`config.mk`:
```
export PLATFORM = sky130hd
export DESIGN_NAME = kte_seq
export DESIGN_NICKNAME = d
export VERILOG_FILES = /design/src/sv/keyboard_text_buffer_editor_macros.svh /design/src/sv/kte_pkg.sv /design/src/sv/kte_seq.sv
export SDC_FILE = /design/constraint.sdc
export NUM_CORES = 1
export LEC_CHECK = 0
export ABC_AREA = 1
export BUFFER_PORTS_ARGS = -buffer_cell sky130_fd_sc_hd__buf_2
export CAP_MARGIN = 20
export CORE_MARGIN = 1
export CORE_UTILIZATION = 45
export CTS_CLUSTER_DIAMETER = 40
export DETAILED_ROUTE_END_ITERATION = 16
export PLACE_DENSITY = 0.64
export SLEW_MARGIN = 15
export SYNTH_ARGS = -nofsm -noshare
export SYNTH_HDL_FRONTEND = slang
export SYNTH_SLANG_ARGS = --single-unit
```
`constraint.sdc`:
```
create_clock -name clk -period 5 [get_ports clk]
set_input_delay 0.5 -clock clk [delete_from_list [all_inputs] [get_ports clk]]
set_output_delay 0.5 -clock clk [all_outputs]
set_load 0.01 [all_outputs]
```
`src/sv/keyboard_text_buffer_editor_macros.svh`:
```
// Assertion macros for the keyboard text buffer editor
`ifndef KEYBOARD_TEXT_BUFFER_EDITOR_MACROS_SVH
`define KEYBOARD_TEXT_BUFFER_EDITOR_MACROS_SVH
`ifndef SYNTHESIS
`define KTE_ASSERT_NOW(label, clk, rst_n, ante, cons) \
  label: assert property (@(posedge clk) disable iff (!rst_n) (ante) |-> (cons)) \
    else $error("kte assertion failed");
`define KTE_ASSERT_NEXT(label, clk, rst_n, ante, cons) \
  label: assert property (@(posedge clk) disable iff (!rst_n) (ante) |=> (cons)) \
    else $error("kte assertion failed");
`else
`define KTE_ASSERT_NOW(label, clk, rst_n, ante, cons)
`define KTE_ASSERT_NEXT(label, clk, rst_n, ante, cons)
`endif
`endif

```
`src/sv/kte_pkg.sv`:
```
// Shared types, codes and key map for the keyboard text buffer editor
package kte_pkg;

  localparam int BUFFER_BYTES_DEF = 65536;
  localparam int VIEW_LINES_DEF   = 31;

  // command codes
  localparam logic [2:0] CMD_KEY_DOWN = 3'd0;
  localparam logic [2:0] CMD_KEY_UP   = 3'd1;
  localparam logic [2:0] CMD_CLOSE    = 3'd2;
  localparam logic [2:0] CMD_LOAD     = 3'd3;
  localparam logic [2:0] CMD_READ     = 3'd4;

  // key codes
  localparam logic [7:0] K_ESC      = 8'd1;
  localparam logic [7:0] K_BKSP     = 8'd14;
  localparam logic [7:0] K_TAB      = 8'd15;
  localparam logic [7:0] K_ENTER    = 8'd28;
  localparam logic [7:0] K_LCTRL    = 8'd29;
  localparam logic [7:0] K_S        = 8'd31;
  localparam logic [7:0] K_LSHIFT   = 8'd42;
  localparam logic [7:0] K_RSHIFT   = 8'd54;
  localparam logic [7:0] K_SPACE    = 8'd57;
  localparam logic [7:0] K_KPENTER  = 8'd96;
  localparam logic [7:0] K_RCTRL    = 8'd97;
  localparam logic [7:0] K_UP       = 8'd103;
  localparam logic [7:0] K_LEFT     = 8'd105;
  localparam logic [7:0] K_RIGHT    = 8'd106;
  localparam logic [7:0] K_DOWN     = 8'd108;
  localparam logic [7:0] MAP_SIZE   = 8'd54;
  localparam logic [5:0] MAP_LAST   = 6'd53;

  localparam logic [7:0] CH_NL    = 8'h0A;
  localparam logic [7:0] CH_TAB   = 8'h09;
  localparam logic [7:0] CH_SPACE = 8'h20;

  // US layout, first character in the top byte; a blank means no character
  localparam logic [8*54-1:0] MAP_PLAIN =
    "  1234567890-=  qwertyuiop[]  asdfghjkl;'` \\zxcvbnm,./";
  localparam logic [8*54-1:0] MAP_SHIFT =
    "  !@#$%^&*()_+  QWERTYUIOP{}  ASDFGHJKL:\"~ |ZXCVBNM<>?";

  typedef struct packed {
    logic [2:0]  cmd;
    logic [7:0]  key_code;
    logic [7:0]  load_data;
    logic [15:0] read_address;
  } item_t;

  typedef struct packed {
    logic [15:0] cursor_offset;
    logic [15:0] text_length;
    logic [15:0] top_line;
    logic        modified;
    logic        redraw;
    logic        caret_on;
    logic        save_request;
    logic        quit;
    logic [7:0]  read_data;
  } res_t;

  // printable byte for a key, zero when the key inserts nothing
  function automatic logic [7:0] key_char(input logic [7:0] code, input logic shift);
    logic [5:0] idx;
    logic [7:0] c;
    idx = '0;
    c   = '0;
    if (code == K_SPACE) begin
      c = CH_SPACE;
    end else if (code == K_TAB) begin
      c = CH_TAB;
    end else if (code < MAP_SIZE) begin
      idx = MAP_LAST - code[5:0];
      c   = shift ? MAP_SHIFT[idx*8 +: 8] : MAP_PLAIN[idx*8 +: 8];
      if (c == CH_SPACE) c = '0;
    end
    return c;
  endfunction

endpackage

```
`src/sv/kte_seq.sv`:
```
// Editor sequencer: one pointer unit steps through the store a byte at a time
module kte_seq #(
  parameter int BUFFER_BYTES = kte_pkg::BUFFER_BYTES_DEF,
  parameter int VIEW_LINES   = kte_pkg::VIEW_LINES_DEF,
  parameter int AW           = $clog2(BUFFER_BYTES)
) (
  input  logic           clk,
  input  logic           rst_n,
  input  logic           start,
  input  kte_pkg::item_t item,
  input  logic           ack,
  output logic           idle,
  output logic           res_valid,
  output kte_pkg::res_t  res,
  output logic           mem_we,
  output logic [AW-1:0]  mem_waddr,
  output logic [7:0]     mem_wdata,
  output logic [AW-1:0]  mem_raddr,
  input  logic [7:0]     mem_rdata
);
  import kte_pkg::*;

  typedef enum logic [16:0] {
    S_IDLE   = 17'h00001,
    S_DISP   = 17'h00002,
    S_READ   = 17'h00004,
    S_INS_RD = 17'h00008,
    S_INS_WR = 17'h00010,
    S_DEL_RD = 17'h00020,
    S_DEL_WR = 17'h00040,
    S_SB_RD  = 17'h00080,
    S_SB_CHK = 17'h00100,
    S_SF_RD  = 17'h00200,
    S_SF_CHK = 17'h00400,
    S_NEXT   = 17'h00800,
    S_FL_RD  = 17'h01000,
    S_FL_CHK = 17'h02000,
    S_FL_FIN = 17'h04000,
    S_FIN    = 17'h08000,
    S_DONE   = 17'h10000
  } state_t;

  typedef enum logic [4:0] {
    PH_UP1 = 5'b00001,
    PH_UP2 = 5'b00010,
    PH_DN1 = 5'b00100,
    PH_DN2 = 5'b01000,
    PH_DN3 = 5'b10000
  } phase_t;

  state_t state_r, state_nxt;
  phase_t phase_r, phase_nxt;
  item_t  item_r, item_nxt;
  logic [AW-1:0] cur_r, cur_nxt, len_r, len_nxt, top_r, top_nxt;
  logic [AW-1:0] p_r, p_nxt, e_r, e_nxt, col_r, col_nxt, line_r, line_nxt;
  logic          mod_r, mod_nxt, shift_r, shift_nxt, ctrl_r, ctrl_nxt, stop_r, stop_nxt;
  logic [4:0]    tick_r, tick_nxt;
  logic [7:0]    ch_r, ch_nxt, rd_r, rd_nxt;
  logic          view_r, view_nxt, save_r, save_nxt, quit_r, quit_nxt;
  logic          redraw_r, redraw_nxt;
  logic          full;
  logic [7:0]    kc;
  logic [AW-1:0] span;
  logic [4:0]    tick_inc;

  assign full     = (32'(len_r) + 32'd1) >= 32'(BUFFER_BYTES);
  assign kc       = key_char(item_r.key_code, shift_r);
  assign tick_inc = tick_r + 5'd1;
  assign span     = (phase_r == PH_UP2) ? (e_r - p_r) : (p_r - e_r);

  always_comb begin
    state_nxt = state_r;  phase_nxt = phase_r;  item_nxt = item_r;
    cur_nxt = cur_r;  len_nxt = len_r;  top_nxt = top_r;
    p_nxt = p_r;  e_nxt = e_r;  col_nxt = col_r;  line_nxt = line_r;
    mod_nxt = mod_r;  shift_nxt = shift_r;  ctrl_nxt = ctrl_r;  stop_nxt = stop_r;
    tick_nxt = tick_r;  ch_nxt = ch_r;  rd_nxt = rd_r;
    view_nxt = view_r;  save_nxt = save_r;  quit_nxt = quit_r;  redraw_nxt = redraw_r;
    mem_we = 1'b0;  mem_waddr = '0;  mem_wdata = '0;  mem_raddr = '0;

    case (state_r)
      S_IDLE: begin
        if (start) begin
          item_nxt = item;
          view_nxt = 1'b0;  save_nxt = 1'b0;  quit_nxt = 1'b0;
          redraw_nxt = 1'b0;  rd_nxt = '0;
          state_nxt = S_DISP;
        end
      end
      // decode the command
      S_DISP: begin
        state_nxt = S_DONE;
        if (item_r.cmd == CMD_LOAD) begin
          if (!full) begin
            mem_we = 1'b1;  mem_waddr = len_r;  mem_wdata = item_r.load_data;
            len_nxt = len_r + 1'b1;
          end
          cur_nxt = '0;  top_nxt = '0;  mod_nxt = 1'b0;  redraw_nxt = 1'b1;
        end else if (item_r.cmd == CMD_READ) begin
          if (32'(item_r.read_address) < 32'(len_r)) begin
            mem_raddr = AW'(item_r.read_address);
            state_nxt = S_READ;
          end
        end else if (!stop_r && item_r.cmd == CMD_KEY_UP) begin
          if (item_r.key_code == K_LSHIFT || item_r.key_code == K_RSHIFT) shift_nxt = 1'b0;
          if (item_r.key_code == K_LCTRL || item_r.key_code == K_RCTRL) ctrl_nxt = 1'b0;
          state_nxt = S_FIN;
        end else if (!stop_r && item_r.cmd == CMD_CLOSE) begin
          quit_nxt = 1'b1;  state_nxt = S_FIN;
        end else if (!stop_r && item_r.cmd == CMD_KEY_DOWN) begin
          state_nxt = S_FIN;
          if (item_r.key_code == K_LSHIFT || item_r.key_code == K_RSHIFT) begin
            shift_nxt = 1'b1;
          end else if (item_r.key_code == K_LCTRL || item_r.key_code == K_RCTRL) begin
            ctrl_nxt = 1'b1;
          end else if (item_r.key_code == K_ESC) begin
            quit_nxt = 1'b1;
          end else if (item_r.key_code == K_BKSP) begin
            view_nxt = 1'b1;
            if (cur_r == '0) begin
              p_nxt = '0;  line_nxt = '0;  state_nxt = S_FL_RD;
            end else begin
              p_nxt = cur_r;  state_nxt = S_DEL_RD;
            end
          end else if (item_r.key_code == K_ENTER || item_r.key_code == K_KPENTER) begin
            view_nxt = 1'b1;  ch_nxt = CH_NL;
            if (full) begin
              p_nxt = '0;  line_nxt = '0;  state_nxt = S_FL_RD;
            end else begin
              p_nxt = len_r;  state_nxt = S_INS_RD;
            end
          end else if (item_r.key_code == K_UP) begin
            view_nxt = 1'b1;  phase_nxt = PH_UP1;  p_nxt = cur_r;  state_nxt = S_SB_RD;
          end else if (item_r.key_code == K_DOWN) begin
            view_nxt = 1'b1;  phase_nxt = PH_DN1;  p_nxt = cur_r;  state_nxt = S_SB_RD;
          end else if (item_r.key_code == K_LEFT) begin
            view_nxt = 1'b1;
            if (cur_r != '0) cur_nxt = cur_r - 1'b1;
            p_nxt = '0;  line_nxt = '0;  state_nxt = S_FL_RD;
          end else if (item_r.key_code == K_RIGHT) begin
            view_nxt = 1'b1;
            if (cur_r < len_r) cur_nxt = cur_r + 1'b1;
            p_nxt = '0;  line_nxt = '0;  state_nxt = S_FL_RD;
          end else if (item_r.key_code == K_S && ctrl_r) begin
            save_nxt = 1'b1;  mod_nxt = 1'b0;  view_nxt = 1'b1;
          end else if (kc != '0) begin
            view_nxt = 1'b1;  ch_nxt = kc;
            if (full) begin
              p_nxt = '0;  line_nxt = '0;  state_nxt = S_FL_RD;
            end else begin
              p_nxt = len_r;  state_nxt = S_INS_RD;
            end
          end
        end
      end
      S_READ: begin
        rd_nxt = mem_rdata;  state_nxt = S_DONE;
      end
      // insert: move the tail up one byte, top end first
      S_INS_RD: begin
        if (p_r == cur_r) begin
          mem_we = 1'b1;  mem_waddr = cur_r;  mem_wdata = ch_r;
          cur_nxt = cur_r + 1'b1;  len_nxt = len_r + 1'b1;  mod_nxt = 1'b1;
          p_nxt = '0;  line_nxt = '0;  state_nxt = S_FL_RD;
        end else begin
          mem_raddr = p_r - 1'b1;  state_nxt = S_INS_WR;
        end
      end
      S_INS_WR: begin
        mem_we = 1'b1;  mem_waddr = p_r;  mem_wdata = mem_rdata;
        p_nxt = p_r - 1'b1;  state_nxt = S_INS_RD;
      end
      // backspace: move the tail down one byte
      S_DEL_RD: begin
        if (p_r == len_r) begin
          cur_nxt = cur_r - 1'b1;  len_nxt = len_r - 1'b1;  mod_nxt = 1'b1;
          p_nxt = '0;  line_nxt = '0;  state_nxt = S_FL_RD;
        end else begin
          mem_raddr = p_r;  state_nxt = S_DEL_WR;
        end
      end
      S_DEL_WR: begin
        mem_we = 1'b1;  mem_waddr = p_r - 1'b1;  mem_wdata = mem_rdata;
        p_nxt = p_r + 1'b1;  state_nxt = S_DEL_RD;
      end
      // scan back to line start
      S_SB_RD: begin
        if (p_r == '0) begin
          state_nxt = S_NEXT;
        end else begin
          mem_raddr = p_r - 1'b1;  state_nxt = S_SB_CHK;
        end
      end
      S_SB_CHK: begin
        if (mem_rdata == CH_NL) state_nxt = S_NEXT;
        else begin
          p_nxt = p_r - 1'b1;  state_nxt = S_SB_RD;
        end
      end
      // scan forward to line end
      S_SF_RD: begin
        if (p_r >= len_r) begin
          state_nxt = S_NEXT;
        end else begin
          mem_raddr = p_r;  state_nxt = S_SF_CHK;
        end
      end
      S_SF_CHK: begin
        if (mem_rdata == CH_NL) state_nxt = S_NEXT;
        else begin
          p_nxt = p_r + 1'b1;  state_nxt = S_SF_RD;
        end
      end
      // vertical move steps
      S_NEXT: begin
        case (phase_r)
          PH_UP1: begin
            if (p_r == '0) begin
              p_nxt = '0;  line_nxt = '0;  state_nxt = S_FL_RD;
            end else begin
              col_nxt = cur_r - p_r;  e_nxt = p_r - 1'b1;  p_nxt = p_r - 1'b1;
              phase_nxt = PH_UP2;  state_nxt = S_SB_RD;
            end
          end
          PH_DN1: begin
            col_nxt = cur_r - p_r;  p_nxt = cur_r;
            phase_nxt = PH_DN2;  state_nxt = S_SF_RD;
          end
          PH_DN2: begin
            if (p_r >= len_r) begin
              p_nxt = '0;  line_nxt = '0;  state_nxt = S_FL_RD;
            end else begin
              e_nxt = p_r + 1'b1;  p_nxt = p_r + 1'b1;
              phase_nxt = PH_DN3;  state_nxt = S_SF_RD;
            end
          end
          default: begin
            // land on the target line, column clamped to its length
            if (phase_r == PH_UP2) cur_nxt = p_r + ((col_r < span) ? col_r : span);
            else                   cur_nxt = e_r + ((col_r < span) ? col_r : span);
            p_nxt = '0;  line_nxt = '0;  state_nxt = S_FL_RD;
          end
        endcase
      end
      // count line breaks before the cursor
      S_FL_RD: begin
        if (p_r == cur_r) begin
          state_nxt = S_FL_FIN;
        end else begin
          mem_raddr = p_r;  state_nxt = S_FL_CHK;
        end
      end
      S_FL_CHK: begin
        if (mem_rdata == CH_NL) line_nxt = line_r + 1'b1;
        p_nxt = p_r + 1'b1;  state_nxt = S_FL_RD;
      end
      S_FL_FIN: begin
        if (line_r < top_r) top_nxt = line_r;
        else if (32'(line_r) >= 32'(top_r) + 32'(VIEW_LINES))
          top_nxt = AW'(32'(line_r) - 32'(VIEW_LINES) + 32'd1);
        state_nxt = S_FIN;
      end
      // tick and redraw for key events; a close or escape stops editing instead
      S_FIN: begin
        if (quit_r) begin
          stop_nxt = 1'b1;
        end else begin
          tick_nxt = tick_inc;
          redraw_nxt = view_r || (tick_inc[3:0] == 4'd0);
        end
        state_nxt = S_DONE;
      end
      S_DONE: begin
        if (ack) state_nxt = S_IDLE;
      end
      default: state_nxt = S_IDLE;
    endcase
  end

  always_ff @(posedge clk) begin
    if (!rst_n) begin
      state_r <= S_IDLE;
      cur_r <= '0;  len_r <= '0;  top_r <= '0;
      mod_r <= 1'b0;  shift_r <= 1'b0;  ctrl_r <= 1'b0;  stop_r <= 1'b0;
      tick_r <= '0;
    end else begin
      state_r <= state_nxt;
      cur_r <= cur_nxt;  len_r <= len_nxt;  top_r <= top_nxt;
      mod_r <= mod_nxt;  shift_r <= shift_nxt;  ctrl_r <= ctrl_nxt;  stop_r <= stop_nxt;
      tick_r <= tick_nxt;
    end
  end

  // working registers
  always_ff @(posedge clk) begin
    phase_r <= phase_nxt;  item_r <= item_nxt;
    p_r <= p_nxt;  e_r <= e_nxt;  col_r <= col_nxt;  line_r <= line_nxt;
    ch_r <= ch_nxt;  rd_r <= rd_nxt;
    view_r <= view_nxt;  save_r <= save_nxt;  quit_r <= quit_nxt;  redraw_r <= redraw_nxt;
  end

  assign idle      = (state_r == S_IDLE);
  assign res_valid = (state_r == S_DONE);

  always_comb begin
    res.cursor_offset = 16'(cur_r);
    res.text_length   = 16'(len_r);
    res.top_line      = 16'(top_r);
    res.modified      = mod_r;
    res.redraw        = redraw_r;
    res.caret_on      = !tick_r[4];
    res.save_request  = save_r;
    res.quit          = stop_r;
    res.read_data     = rd_r;
  end
endmodule

```
==> results.yml, run 1 <==
synthesis:
  ys_ff_latch: 197
  synth_edf_count: 123
  synth_nets: 2968
  yosysSeqAreaShare_pct: 26.8
  synth_xor_area_share_pct: 4.98
  syn_inst: 2724
  ys.warnings.count: 0
  syn_area_um2: 19300
  synth_compound_area_share_pct: 18.8
  async_flop_share_pct: 0
  synth_top_family_by_area: "simple AND/OR/NAND/NOR gates"
  yosys.area_share.simple_pct: 27.0
  yosysUniqueCellTypes: 71
  synthMuxAreaShare_pct: 0.207
  synth_fa_ha_area_share_pct: 12.9
  syn_area_per_cell_um2: 7.10
  synth_ff_type: "edfxtp_1"
route:
  wl_per_cell_um: 21.7
  via_count: 20900
  drt_iter0_markers: 2286
  via_per_inst: 5.91
  totalWireLength_um: 76900
  drc: 0
  ant_nets: 0
  dr.pass1.iters: 6
place:
  place_congestion: 1.01
  portBuffers: 150
  dp_cells: 3479
  dpl.hpwl_um: 60400
  pre_cts_ws_ps: -344
global_route:
  grt_max_degree: 39
  antenna_found_initial: 1
  grt_pass1_wl_um: 116000
  grt_overflow: 0
  grt.total_usage_pct: 34.6
  grt_pass1_vias: 19600
critical_path:
  crit_cells: 34
  crit_arrival_ps: 5370
  critical_path_required_ps: 5410
  cp_top_family: "simple AND/OR/NAND/NOR gates"
  path_buf_inv: 8
  crit_path_max_fanout: 7
  ff2ff_path_depth: 34
  crit_path_max_incr_delay_ps: 390
  endpoint_kind: "register"
  path_class: "register to register"
  cp_slowest_cell: "edfxtp_1"
  cp-start-kind: "register"
hold_path:
  min-delay-path-class: "input pin to register"
  min_path_cells: 1
timing:
  hold_viol_final: 0
  finalSetupViolations: 0
  worst_pin_slew_ps: 992
  timing.final.ws_setup_ps: 36.4
  max-slew-margin-rel_pct: 33.9
  slew_viol_final: 0
  rsz0062_at_grt: "yes"
  fin_crit_sh_pct: 99.3
  fmax_mhz: 201
  fin_skew_ps: 21.5
  layout_min_cycle_time_ps: 4960
  whs_ps: 170
clock_network:
  root_buffer: "clkbuf_16"
  path_clk_slew_ps: 90
  clock_latency_ps: 510
  clock_sinks: 197
  cts_buffer_depth: 2
  numCtsBuffers: 17
  holdBufCountCts: 0
  htreeDepth: 4
  cts_tree: "built"
finish:
  top_register: "item_r"
  antenna_cells: 0
  biggestRegsByFlops: "item_r x35, state_r x17"
  fin_cells: 3537
  area_growth_pct: 17.6
  utilization_pct: 54.0
  nets: 3229
  final_cell_mix: "nand2_1, inv_1, nor2_1, a21oi_1, ha_1"
  largest_register_ff_count: 35
  final_common_cell: "nand2_1"
  final_layout_size_suffix_gt1_share_pct: 19.2
power:
  p_per_area_nw_per_um2: 194
  irDropWorstVdd_mv: 0.272
  leakage_nw: 10.5
flow_run:
  max_cap_viol_count: 0
run_status:
  run_status: "finished, final reports clean"
floorplanning:
  die_h_um: 209
  dieWidth_um: 209
  io_pins: 151
  start_util_pct: 45.9
  rows: 75
  core_area_um2: 42100
  die_area_um2: 43800
## timing repair
item | in CTS | in global routing
setup endpoints to repair | 12 | 15
buffers inserted | 20 | 11
pin swaps | 29 | 54
cloned | 0 | 1
gates resized for setup | 49 | 102
## through the flow
stage               cell area [um2]  setup TNS, ps  power [W]
finish                        22700              0    0.00441
global route                  22700          -2040    0.00459
CTS                           22300          -3.94    0.00435
detailed placement            21500          -2530    0.00291
global placement              21500          -1270    0.00290
floorplan                     19400              0    0.00255
## worst paths after layout
path                                 from    endpoint  slack (ps)
worst min register to register  tick_r[4]   tick_r[4]         480
worst min-delay path             item[23]  item_r[23]         170
worst max register to register     e_r[0]   cur_r[13]          40
worst max-delay path               e_r[0]   cur_r[13]          40
## routing by layer
layer  routed length (um)  vias to the layer above  track usage [%]
met2                33500                     1040             53.4
met5                   10                        -                0
met3                 7120                      180             6.66
met1                33500                     9799             48.0
li1                     -                     9886                -
met4                 2700                        2             12.6
## synthesized netlist by cell type (all sizes together), types with 52 or more instances
cell	n	area, um2
xor2	90	788
nor3	72	439
o21ai	197	1000
nor2	277	1140
edfxtp	123	3690
nand2	570	2200
inv	333	1250
a21oi	213	1070
nand3	181	936
ha	192	2400
dfxtp	74	1480
buf	52	349
## power breakdown
part           switching (W)  leakage [nW]  internal [W]
sequential         0.0000549          1.73       0.00179
clock               0.000763         0.284      0.000668
combinational       0.000736          8.50      0.000394
total                0.00155          10.5       0.00285
## cell type report
class,instances,area [um2]
Clock buffer,17,425
Multi-Input combinational cell,2094,12900
Sequential cell,197,5170
Inverter,342,1300
Timing Repair inverter,1,8.76
Fill cell,4105,19400
Clock inverter,15,154
Tap cell,539,674
Timing Repair Buffer,332,2150
## worst register-to-register path: cells and delay by family, from the launching register on
kind            cells  cell delay, ps
compound gates      9            1070
xor+xnor            1             130
fa+ha+maj           4            1080
buf+inv             8             780
flops               1             390
simple gates       12            1390
## logic make-up after synthesis
kind of cell               after synthesis
and+or+nand+nor                       1174
DFF                                    197
muxes                                    4
buffers and inverters                  433
adders and majority gates              197
AOI/OAI and AO/OA                      609
xor gates and xnor gates               110
Note: power is estimated with default switching activity, not from simulation.
==> inputs of run 2 (changes only) <==
Settings changed: MAX_ROUTING_LAYER set to met4.
==> run 2 against run 1 <==
The run now ends with negative setup slack left. Flip-flop and latch count stayed put. Non-clock buffer count grew 5. Final cell count up 0.11%. Sequential share of layout area increased by 0.11 points. Core utilization fell by 0.26 points. Total power decreased by 0.16%. Clock-buffer cell count did not move. Design area shrank 0.49%.
==> results.yml, run 2 (synthesized netlist as in run 1, its figures left out) <==
run_status:
  run_status: "finished with violations"
  violations: "negative setup slack"
hold_path:
  hold_start: "item[27]"
  min_path_cells: 1
  hold_end: "item_r[27]"
  min-delay-path-class: "input pin to register"
timing:
  fmax_mhz: 194
  worst_pin_slew_ps: 1090
  fin_skew_ps: 13.6
  layout_min_cycle_time_ps: 5160
  timing.final.ws_setup_ps: -157
  slew_viol_final: 0
  hold_viol_final: 0
  finalSetupViolations: 7
  fin_crit_sh_pct: 103
  rsz0062_at_grt: "yes"
  max-slew-margin-rel_pct: 25.4
  setup_tns_ps: -733
power:
  irDropWorstVdd_mv: 0.357
  leakage_nw: 10.5
  clkPwrFrac_pct: 33.4
  p_per_area_nw_per_um2: 195
  p_total_w: 0.00440
  power.internal_w: 0.00289
  switchingPower_w: 0.00152
  swShare_pct: 34.4
  p_seq_share_pct: 42.0
  p_comb_share_pct: 24.6
floorplanning:
  rows: 75
  die_h_um: 209
  start_util_pct: 45.9
  dieWidth_um: 209
  io_pins: 151
  core_area_um2: 42100
  die_area_um2: 43800
flow_run:
  max_cap_viol_count: 0
place:
  pre_cts_ws_ps: -478
  dp_cells: 3488
  placed_area_um2: 21500
  portBuffers: 150
  dpl.hpwl_um: 60500
  place_congestion: 1.05
critical_path:
  r2r-start: "p_r[0]"
  cp-start-kind: "register"
  crit_path_max_incr_delay_ps: 450
  ff2ff_path_depth: 34
  r2r-end: "cur_r[12]"
  cp_top_family: "compound AO/OA/AOI/OAI gates"
  path_buf_inv: 6
  cp_slowest_cell: "edfxtp_1"
  ff2ff_setup_slack_ps: -160
  crit_path_max_fanout: 7
  path_class: "register to register"
  endpoint_kind: "register"
  crit_arrival_ps: 5560
  critical_path_required_ps: 5400
route:
  totalWireLength_um: 75900
  via_count: 20800
  ant_nets: 0
  drt_iter0_markers: 2379
  wl_per_cell_um: 21.4
  drc: 0
  via_per_inst: 5.88
  dr.pass1.iters: 6
global_route:
  grt_use_met2_pct: 51.4
  grt_max_degree: 39
  use_met1_pct: 47.8
  use_met3_pct: 6.28
  grt.total_usage_pct: 35.3
  grt_overflow: 0
  busiest_layer: "met2"
  grt_pass1_wl_um: 114000
  grt_pass1_vias: 19400
  antenna_found_initial: 0
clock_network:
  holdBufCountCts: 0
  cts_buffer_depth: 2
  numCtsBuffers: 17
  cts_tree: "built"
  htreeDepth: 4
  clock_latency_ps: 510
  root_buffer: "clkbuf_16"
  clock_sinks: 197
  path_clk_slew_ps: 90
finish:
  multiInputGateArea_um2: 12700
  nets: 3233
  largest_register_ff_count: 35
  top_register: "item_r"
  fin_cells: 3541
  biggestRegsByFlops: "item_r x35, state_r x17"
  final_cell_mix: "nand2_1, inv_1, nor2_1, a21oi_1, ha_1"
  seq_area_um2: 5170
  area_growth_pct: 17.0
  antenna_cells: 0
  final_common_cell: "nand2_1"
  final_layout_size_suffix_gt1_share_pct: 18.6
  fill_cells: 4177
  fin_area_um2: 22600
==> run 2: cell count changes in the layout (fill, tap and decap cells not counted), sizes merged <==
cell / change
clkinvlp: +2
bufinv: +1
buf: +5
inv: -3
clkinv: -1
==> run 2: worst max-delay path by stage <==
stage,depth (start not counted),from,to
after floorplan,39,p_r[0],cur_r[14]
after global placement,37,e_r[0],cur_r[14]
after detailed placement,38,p_r[0],cur_r[14]
after CTS,34,e_r[0],cur_r[13]
after global routing,39,p_r[0],cur_r[14]
final,34,p_r[0],cur_r[12]
==> run 2: layout make-up <==
class                   count  area share (%)
multi-input cells        2094            56.1
flip-flops and latches    197            22.9
repair buffers            337            9.66
inverters                 342            5.73
well taps                 539            2.98
clock buffers              17            1.88
clock inverters            15           0.813
==> run 2: worst reg2reg max path, delay by kind of cell, from the launching register on <==
family                   cells  cell delay [ps]
adder cells (fa/ha/maj)      4             1100
buffers and inverters        6              610
AND/OR/NAND/NOR             12             1180
XOR/XNOR                     1               90
flip-flops                   1              450
AO/OA/AOI/OAI               11             1610
==> run 2: routing by layer <==
metal | vias to the layer above | wire length (um)
met5 | - | 0
met4 | 0 | 3440
met3 | 187 | 6650
met2 | 992 | 32200
met1 | 9740 | 33600
li1 | 9900 | -
==> run 2: through the flow <==
| step | utilization (%) | hold WS (ps) |
|---|---|---|
| after CTS | 53.0 | 145 |
| after floorplan | - | 422 |
| final | 53.7 | 170 |
| after global routing | 53.7 | 154 |
| after detailed placement | 51.1 | 468 |
| after global placement | 51.1 | 442 |
==> run 2: repair_timing <==
item,in CTS,in global routing
pin swaps,18,43
buffers inserted,9,14
cloned,0,0
endpoints found under the setup margin,12,15
resized for setup,44,62
==> run 2: power by group through the flow <==
stage / registers, W / clock network [W] / logic, W
after floorplan: 0.00188 / 0 / 0.000668
after global placement: 0.00189 / 0 / 0.000996
after detailed placement: 0.00189 / 0 / 0.00101
after CTS: 0.00185 / 0.00149 / 0.00103
after global routing: 0.00186 / 0.00154 / 0.00119
final: 0.00185 / 0.00147 / 0.00108
